**config.mk**
```make
export PLATFORM = sky130hd
export DESIGN_NAME = utf8_lowercase_transcoder_top
export DESIGN_NICKNAME = d
export VERILOG_FILES = /design/src/design/utf8lc_pkg.sv /design/src/design/utf8lc_step.sv /design/src/design/utf8_lowercase_transcoder_top.sv
export SDC_FILE = /design/constraint.sdc
export NUM_CORES = 1
export LEC_CHECK = 0
export BUFFER_PORTS_ARGS = -buffer_cell sky130_fd_sc_hd__buf_4
export CAP_MARGIN = 20
export CORE_MARGIN = 1.5
export CORE_UTILIZATION = 30
export CTS_BUF_LIST = sky130_fd_sc_hd__clkbuf_4 sky130_fd_sc_hd__clkbuf_8
export CTS_CLUSTER_SIZE = 8
export DETAILED_ROUTE_END_ITERATION = 8
export PLACE_DENSITY = 0.44
export SETUP_SLACK_MARGIN = 0.4
export SYNTH_ARGS = -nofsm -noshare
export SYNTH_HDL_FRONTEND = slang
export SYNTH_SLANG_ARGS = --single-unit
```
**constraint.sdc**
```tcl
create_clock -name clk -period 5.2 [get_ports clk]
set_input_delay 0.26 -clock clk [delete_from_list [all_inputs] [get_ports clk]]
set_output_delay 0.26 -clock clk [all_outputs]
set_load 0.03 [all_outputs]
```
**src/design/utf8lc_pkg.sv**
```systemverilog
// utf8lc_pkg: beat types, result group type, byte-class constants and the
// case-folding function used by the utf8 lowercase transcoder modules.
// depends on nothing
package utf8lc_pkg;

  localparam int unsigned MaxOut    = 4;  // most bytes one input beat can produce
  localparam int unsigned HeldDepth = 3;  // most bytes held for an open sequence

  // input beat: one raw byte of the string
  typedef struct packed {
    logic [7:0] in_byte;
    logic       in_last;
  } in_beat_t;

  // output beat: one emitted byte or an end marker
  typedef struct packed {
    logic [7:0] out_byte;
    logic       byte_present;
    logic       run_end;
    logic       string_end;
  } out_beat_t;

  typedef logic [2:0]  cnt_t;  // 0..MaxOut
  typedef logic [1:0]  held_t; // 0..HeldDepth
  typedef logic [20:0] cp_t;   // code point as decoded from up to 4 bytes

  typedef logic [HeldDepth-1:0][7:0] held_bytes_t;
  typedef logic [MaxOut-1:0][7:0]    out_bytes_t;

  // all output beats caused by one input beat
  typedef struct packed {
    out_bytes_t bytes;   // byte 0 goes out first
    cnt_t       cnt;     // beats to send, 1..MaxOut
    logic       marker;  // single end marker, no byte
    logic       last;    // group closes the string
  } grp_t;

  // byte classes
  localparam logic [7:0] LeadMin  = 8'hC2;
  localparam logic [7:0] LeadMax  = 8'hF4;
  localparam logic [7:0] Lead3Min = 8'hE0;
  localparam logic [7:0] Lead4Min = 8'hF0;
  localparam logic [7:0] ContMask = 8'hC0;
  localparam logic [7:0] ContTag  = 8'h80;

  // encoder thresholds and lead tags
  localparam cp_t        Cp1Limit = 21'h000080;
  localparam cp_t        Cp2Limit = 21'h000800;
  localparam cp_t        Cp3Limit = 21'h010000;
  localparam cp_t        CpLimit  = 21'h110000;
  localparam logic [7:0] Tag2     = 8'hC0;
  localparam logic [7:0] Tag3     = 8'hE0;
  localparam logic [7:0] Tag4     = 8'hF0;

  // case folding
  localparam cp_t LatUpMin   = 21'h000041;
  localparam cp_t LatUpMax   = 21'h00005A;
  localparam cp_t CyrUpMin   = 21'h000410;
  localparam cp_t CyrUpMax   = 21'h00042F;
  localparam cp_t CyrIoUp    = 21'h000401;
  localparam cp_t CyrIoLow   = 21'h000451;
  localparam cp_t CaseOffset = 21'h000020;

  function automatic cp_t lower_cp(input cp_t cp);
    cp_t res;
    res = cp;
    if ((cp >= LatUpMin && cp <= LatUpMax) || (cp >= CyrUpMin && cp <= CyrUpMax)) begin
      res = cp + CaseOffset;
    end else if (cp == CyrIoUp) begin
      res = CyrIoLow;
    end
    return res;
  endfunction

endpackage

```
**src/design/utf8lc_step.sv**
```systemverilog
// utf8lc_step: next-state and result-group logic for one input byte
// (decode, lowercase, shortest-form re-encode, raw flush of broken sequences)
// depends on utf8lc_pkg
module utf8lc_step (
  input  utf8lc_pkg::in_beat_t    beat,
  input  utf8lc_pkg::held_bytes_t held,
  input  utf8lc_pkg::held_t       held_cnt,
  output utf8lc_pkg::grp_t        grp,
  output logic                    grp_load,
  output utf8lc_pkg::held_bytes_t held_nxt,
  output utf8lc_pkg::held_t       held_cnt_nxt
);

  logic [7:0]             b;
  logic                   is_cont;
  logic                   is_lead;
  logic                   len3;
  logic                   len4;
  logic                   complete;
  utf8lc_pkg::cp_t        cp;
  utf8lc_pkg::cp_t        lcp;
  utf8lc_pkg::cp_t        asc_low;
  utf8lc_pkg::out_bytes_t enc;
  utf8lc_pkg::cnt_t       enc_n;
  logic                   use_enc;
  utf8lc_pkg::held_t      raw_h;
  logic [7:0]             tail;
  logic                   tail_en;
  utf8lc_pkg::cnt_t       cnt;

  assign b        = beat.in_byte;
  assign is_cont  = (b & utf8lc_pkg::ContMask) == utf8lc_pkg::ContTag;
  assign is_lead  = (b >= utf8lc_pkg::LeadMin) && (b <= utf8lc_pkg::LeadMax);
  assign len3     = held[0] >= utf8lc_pkg::Lead3Min;
  assign len4     = held[0] >= utf8lc_pkg::Lead4Min;
  // this continuation byte closes the sequence
  assign complete = !len3 || (!len4 && held_cnt >= 2'd2) || (held_cnt == 2'd3);
  assign asc_low  = utf8lc_pkg::lower_cp({13'd0, b});

  // decode
  always_comb begin
    if (len4) begin
      cp = {held[0][2:0], held[1][5:0], held[2][5:0], b[5:0]};
    end else if (len3) begin
      cp = {5'd0, held[0][3:0], held[1][5:0], b[5:0]};
    end else begin
      cp = {10'd0, held[0][4:0], b[5:0]};
    end
  end

  assign lcp = utf8lc_pkg::lower_cp(cp);

  // shortest-form encode, nothing at or above the unicode limit
  always_comb begin
    enc = '0;
    if (lcp < utf8lc_pkg::Cp1Limit) begin
      enc[0] = lcp[7:0];
      enc_n  = 3'd1;
    end else if (lcp < utf8lc_pkg::Cp2Limit) begin
      enc[0] = utf8lc_pkg::Tag2 | {3'd0, lcp[10:6]};
      enc[1] = utf8lc_pkg::ContTag | {2'd0, lcp[5:0]};
      enc_n  = 3'd2;
    end else if (lcp < utf8lc_pkg::Cp3Limit) begin
      enc[0] = utf8lc_pkg::Tag3 | {4'd0, lcp[15:12]};
      enc[1] = utf8lc_pkg::ContTag | {2'd0, lcp[11:6]};
      enc[2] = utf8lc_pkg::ContTag | {2'd0, lcp[5:0]};
      enc_n  = 3'd3;
    end else if (lcp < utf8lc_pkg::CpLimit) begin
      enc[0] = utf8lc_pkg::Tag4 | {5'd0, lcp[20:18]};
      enc[1] = utf8lc_pkg::ContTag | {2'd0, lcp[17:12]};
      enc[2] = utf8lc_pkg::ContTag | {2'd0, lcp[11:6]};
      enc[3] = utf8lc_pkg::ContTag | {2'd0, lcp[5:0]};
      enc_n  = 3'd4;
    end else begin
      enc_n  = 3'd0;
    end
  end

  // sequence tracking; raw output is held[0..raw_h-1] then an optional tail byte
  always_comb begin
    held_nxt     = held;
    held_cnt_nxt = held_cnt;
    use_enc      = 1'b0;
    raw_h        = 2'd0;
    tail         = b;
    tail_en      = 1'b0;
    if (held_cnt != 2'd0 && is_cont) begin
      if (complete) begin
        use_enc      = 1'b1;
        held_cnt_nxt = 2'd0;
      end else begin
        held_nxt[held_cnt] = b;
        held_cnt_nxt       = held_cnt + 2'd1;
        if (beat.in_last) begin
          // cut off at end of string
          raw_h        = held_cnt;
          tail_en      = 1'b1;
          held_cnt_nxt = 2'd0;
        end
      end
    end else begin
      raw_h        = held_cnt;  // broken sequence flushes first
      held_cnt_nxt = 2'd0;
      if (!b[7]) begin
        tail    = asc_low[7:0];
        tail_en = 1'b1;
      end else if (is_lead) begin
        held_nxt[0] = b;
        if (beat.in_last) begin
          tail_en = 1'b1;
        end else begin
          held_cnt_nxt = 2'd1;
        end
      end else begin
        tail_en = 1'b1;  // stray byte
      end
    end
  end

  // result group
  always_comb begin
    grp = '0;
    if (use_enc) begin
      grp.bytes = enc;
      cnt       = enc_n;
    end else begin
      for (int k = 0; k < utf8lc_pkg::HeldDepth; k++) begin
        grp.bytes[k] = (k < int'(raw_h)) ? held[k] : tail;
      end
      grp.bytes[utf8lc_pkg::MaxOut-1] = tail;
      cnt = {1'b0, raw_h} + {2'd0, tail_en};
    end
    grp.marker = (cnt == 3'd0);
    grp.cnt    = grp.marker ? 3'd1 : cnt;
    grp.last   = beat.in_last;
  end

  assign grp_load = (cnt != 3'd0) || beat.in_last;

endmodule

```
**src/design/utf8_lowercase_transcoder_top.sv**
```systemverilog
// utf8_lowercase_transcoder_top: utf8 byte stream lowercaser, top level
// holds the open-sequence registers and the output group register
// depends on utf8lc_pkg and utf8lc_step
//
// usage
// - input channel in_valid/in_ready/in_data: one beat per raw byte of the
//   string, in_last set on the final byte of the string
// - output channel out_valid/out_ready/out_data: one beat per emitted byte;
//   run_end marks the last beat caused by an input beat, string_end the last
//   beat of the string; a final input byte that produces nothing gives one
//   end-marker beat with byte_present low and out_byte zero
// - an input byte produces 0 to 4 output beats; a byte that only extends an
//   open multi-byte sequence produces none
// - latency: the first beat of a byte's group is presented the cycle after
//   the byte is accepted
// - throughput: one input byte per cycle while each byte yields at most one
//   output beat and the receiver takes every beat; a longer group holds the
//   output register, and the following input byte waits, until its last beat is taken
// - the output register takes a new group in the same cycle its last beat is
//   taken, so the two sides overlap with no bubble
// - receiver stall: the current beat holds and in_ready drops until the last
//   beat of the group in flight is taken
// - reset: discards any open sequence and any untaken output beats; no
//   clearing pass, in_ready is high the first cycle out of reset
module utf8_lowercase_transcoder_top (
  input  logic                  clk,
  input  logic                  rst_n,
  input  logic                  in_valid,
  output logic                  in_ready,
  input  utf8lc_pkg::in_beat_t  in_data,
  output logic                  out_valid,
  input  logic                  out_ready,
  output utf8lc_pkg::out_beat_t out_data
);

  // open sequence: lead byte and continuation bytes seen so far
  utf8lc_pkg::held_bytes_t held_r;
  utf8lc_pkg::held_bytes_t held_nxt;
  utf8lc_pkg::held_t       held_cnt_r;
  utf8lc_pkg::held_t       held_cnt_nxt;

  // output group register, drained one beat per cycle from byte 0 while out_ready is high
  utf8lc_pkg::out_bytes_t  bytes_r;
  utf8lc_pkg::cnt_t        rem_r;
  logic                    marker_r;
  logic                    last_r;

  utf8lc_pkg::grp_t        grp;
  logic                    grp_load;
  logic                    in_fire;
  logic                    out_fire;

  utf8lc_step u_step (
    .beat         (in_data),
    .held         (held_r),
    .held_cnt     (held_cnt_r),
    .grp          (grp),
    .grp_load     (grp_load),
    .held_nxt     (held_nxt),
    .held_cnt_nxt (held_cnt_nxt)
  );

  // accept when the group register is empty or its final beat leaves now
  assign in_ready  = (rem_r == 3'd0) || (out_ready && rem_r == 3'd1);
  assign in_fire   = in_valid && in_ready;
  assign out_valid = (rem_r != 3'd0);
  assign out_fire  = out_valid && out_ready;

  assign out_data.out_byte     = marker_r ? 8'h00 : bytes_r[0];
  assign out_data.byte_present = !marker_r;
  assign out_data.run_end      = (rem_r == 3'd1);
  assign out_data.string_end   = (rem_r == 3'd1) && last_r;

  // control state
  always_ff @(posedge clk) begin
    if (!rst_n) begin
      held_cnt_r <= 2'd0;
      rem_r      <= 3'd0;
      marker_r   <= 1'b0;
      last_r     <= 1'b0;
    end else begin
      if (in_fire) begin
        held_cnt_r <= held_cnt_nxt;
      end
      if (in_fire && grp_load) begin
        rem_r    <= grp.cnt;
        marker_r <= grp.marker;
        last_r   <= grp.last;
      end else if (out_fire) begin
        rem_r <= rem_r - 3'd1;
      end
    end
  end

  // payload, no reset
  always_ff @(posedge clk) begin
    if (in_fire) begin
      held_r <= held_nxt;
    end
    if (in_fire && grp_load) begin
      bytes_r <= grp.bytes;
    end else if (out_fire) begin
      bytes_r <= {8'h00, bytes_r[utf8lc_pkg::MaxOut-1:1]};
    end
  end

  // an open sequence always starts with a valid lead byte
  assert property (@(posedge clk) disable iff (!rst_n)
    held_cnt_r != 2'd0 |->
      (held_r[0] >= utf8lc_pkg::LeadMin && held_r[0] <= utf8lc_pkg::LeadMax))
    else $error("open sequence without a lead byte");

  // the end of a string leaves no open sequence behind
  assert property (@(posedge clk) disable iff (!rst_n)
    in_fire && in_data.in_last |=> held_cnt_r == 2'd0)
    else $error("bytes still held after the last byte of a string");

  // an end marker is always a lone beat that closes the string
  assert property (@(posedge clk) disable iff (!rst_n)
    out_valid && !out_data.byte_present |-> out_data.run_end && out_data.string_end)
    else $error("end marker not alone at the end of a string");

  // a byte that opens a sequence while none is open, or extends one, with more to come emits nothing
  assert property (@(posedge clk) disable iff (!rst_n)
    in_fire && !in_data.in_last && held_cnt_nxt > held_cnt_r |-> !grp_load)
    else $error("output produced while a sequence stays open");

endmodule
```
==> metrics.md <==
| Metric | Value |
|---|---|
| Syn Area/Cell | `9.63 sq um` |
| Area Overhead vs Synth | `11.9%` |
| Share of cells above drive strength 1 | `14.7%` |
| First-pass GRT wire length | `21.4 mm` |
| Post-synth EDFFs | `56` |
| Syn. warnings | `0` |
| 1st-iter DRT viols | `448` |
| Core area | `13900 sq um` |
| Die area | `15000 sq um` |
| Final period utilization | `78.6%` |
| Post-CTS setup buffer count | `0` |
| Initial antenna violation count | `0` |
| Overall Global Routing Usage | `19.2%` |
| Port bufs | `25` |
| WL met1 | `6.74 mm` |
| Setup Skew | `0.00868 ns` |
| Required time of the critical path | `5.30 ns` |
| # setup viols final | `0` |
| Placed wire-length estimate | `9.93 mm` |
| Cells after Synth | `446` |
| RR Startpoint | `held_cnt_r[1]` |
| Met3 WL | `698 um` |
| CP Launch Type | `register` |
| Max-slew headroom | `40.2%` |
| Grt ovf | `0` |
| CTS root buffer | `clkbuf_8` |
| Reg2Reg Setup Slack | `1.11 ns` |
| Clk pwr share | `21.1%` |
| Setup TNS | `0 ns` |
| Power per Cell Area | `443 nW/um^2` |
| Async set-reset flop share out of synthesis | `0%` |
| RePlAce Congestion | `0.903` |
| Sw Pwr | `0.000798 W` |
| Top-level port count | `26` |
| CTS tree | `done` |
| N_diodes | `0` |
| Top Metal Used | `met4` |
| Row cnt | `43` |
| Layout Utilization | `34.5%` |
| Logic gate share of total power | `38.5%` |
| H-tree depth | `3` |
| WL final | `13.6 mm` |
| CP Max Fanout | `17` |
| Unrepaired setup endpoints after global routing | `no` |
| Max-slew violation count | `0` |
| # nets final | `481` |
| Beginning of the worst hold path | `in_data[8]` |
| Final Hold Vio Count | `0` |
| Run status | `finished clean` |
| Synth Cell Area | `4290 sq um` |
| Die width | `123 um` |
| Pin count of the biggest net entering global routing | `33` |
| Clock sink count | `63` |
| Unique masters post-synth | `72` |
| Critical Path Sink Type | `register` |
| Vias in the first global route | `3488` |
| Clock Tree Buf Depth | `2` |
| Cell Int Power | `0.00133 W` |
| FF+latch count, synth | `63` |
| Worst min-delay path class | `in -> reg` |
| Crit Path Category | `reg -> reg` |
| LEAKAGE | `1.69 nW` |
| Net Sw Frac | `37.5%` |
| WL met2 | `5.94 mm` |
| DRT Pass-1 Iters | `5` |
| Slew @ Worst Pin | `0.893 ns` |
| Worst Setup EP | `bytes_r[0]` |
| Post-synthesis sequential area ratio | `42.4%` |
| Max Clk Rate | `0.245 GHz` |
| Sequential Power Share | `40.4%` |
| Via count | `3676` |
| Critical path origin | `held_cnt_r[1]` |
| Max-Cap Viols | `0` |
| Crit path DAT | `4.19 ns` |
| Clock transition at path regs | `0.07 ns` |
| Post-DR wirelength/cell | `21.2 um` |
| # hold bufs at CTS | `0` |
| Tmin final | `4.09 ns` |
| Post-route DRC violation count | `0` |
| Reg2Reg Depth | `12` |
| ANT nets after route | `0` |
| Mapped Nets | `470` |
| Ys flop type | `edfxtp_1` |
| DIE HEIGHT | `123 um` |
| Clk Latency, worst-skew pair | `0.35 ns` |
| Num CTS Buffers | `9` |
| Detailed-route vias per instance | `5.73` |
| PostCTS Resize Cnt | `0` |
| Max IR drop VDD | `0.000161 V` |
| R2R Path End | `bytes_r[0]` |
| Starting density of the core | `30.8%` |
## power groups by stage
stage / sequential, W / clock (W) / combinational [W]
finish: 0.000859 / 0.000448 / 0.000820
global route: 0.000878 / 0.000478 / 0.000909
CTS: 0.000863 / 0.000457 / 0.000824
detailed placement: 0.000870 / 0 / 0.000823
global placement: 0.000872 / 0 / 0.000820
floorplan: 0.000842 / 0 / 0.000588
## per-layer routing
metal,vias to the layer above,track usage [%]
li1,1738,-
met1,1779,28.6
met2,142,27.5
met4,0,7.12
met3,17,3.49
met5,-,0
## cells by family after synthesis
| kind of cell | synth area share (%) |
|---|---|
| simple gates | 19.0 |
| xor+xnor | 0.408 |
| buf+inv | 5.04 |
| compound gates | 24.0 |
| fa+ha+maj | 3.44 |
| mux | 5.68 |
| flops | 42.4 |
## synth_stat cells (all sizes together), types with 5 or more instances
cell	n	area, sq um
a21oi	32	168
nor2b	13	81.3
dfxtp	7	140
and2	8	50.1
buf	17	108
ha	11	138
o31ai	11	96.3
a31oi	11	68.8
nor3	14	81.3
mux2i	21	210
o22a	6	52.6
nand2	43	161
o211ai	5	37.5
and3	8	50.1
nor2	30	118
nand3	11	60.1
or4	5	37.5
clkbuf	15	56.3
inv	13	48.8
o21ai	33	176
edfxtp	56	1680
a211oi	5	42.5
## how the worst min path moves through the flow
stage,endpoint,slack (ns),cells after the start
final,held_r[23],0.15,1
after CTS,held_r[23],0.13,1
after detailed placement,last_r,0.50,2
after floorplan,held_r[10],0.36,0
after global routing,held_r[23],0.14,1
after global placement,last_r,0.50,2
## stage by stage
step	total power, W	setup slack [ns]	instance area (sq um)	hold WS [ns]	std cells
floorplan	0.00143	0.700	4290	0.359	446
global placement	0.00169	1.22	4600	0.500	626
detailed placement	0.00169	1.12	4600	0.503	626
CTS	0.00214	1.13	4810	0.134	642
global route	0.00226	0.704	4810	0.137	642
finish	0.00213	1.11	4810	0.148	642
## worst max-delay path, stage by stage (launching register included)
cell      delay, ns
dfxtp_1        0.48
inv_1          0.11
ha_1           0.23
nor3b_2        0.47
o31ai_1        0.19
nand2_1        0.23
clkinv_1       0.29
ha_1           0.41
nor3_1         0.19
mux2i_1        0.16
o21ai_2        0.64
a311oi_1       0.12
a221o_1        0.33
## cell type report
class	count	area, sq um
clock inverters	6	70.1
fillers	1400	9130
inverters	14	52.6
flip-flops and latches	63	1820
repair buffers	32	240
multi-input cells	337	2260
clock buffers	10	138
well taps	180	225
## state kept, by name, summed over array words and instances, names as in the netlist
register,count
bytes_r,32
rem_r,3
held_r,24
last_r,1
held_cnt_r,2
marker_r,1
## layout by cell type, fill, tap and decap left out, types with 5 or more instances in the layout
master and instances:
a21oi_1 30, a31oi_1 11, and2_1 8, and3_1 8, buf_4 32, clkbuf_8 10, dfxtp_1 7, edfxtp_1 56
ha_1 11, inv_1 13, mux2i_1 21, nand2_1 43, nand3_1 10, nor2_1 28, nor2b_1 13, nor3_1 13
o211ai_1 5, o21ai_0 27, o22a_1 6, o31ai_1 10, or4_1 5
Power figures use the tool's default switching activity.
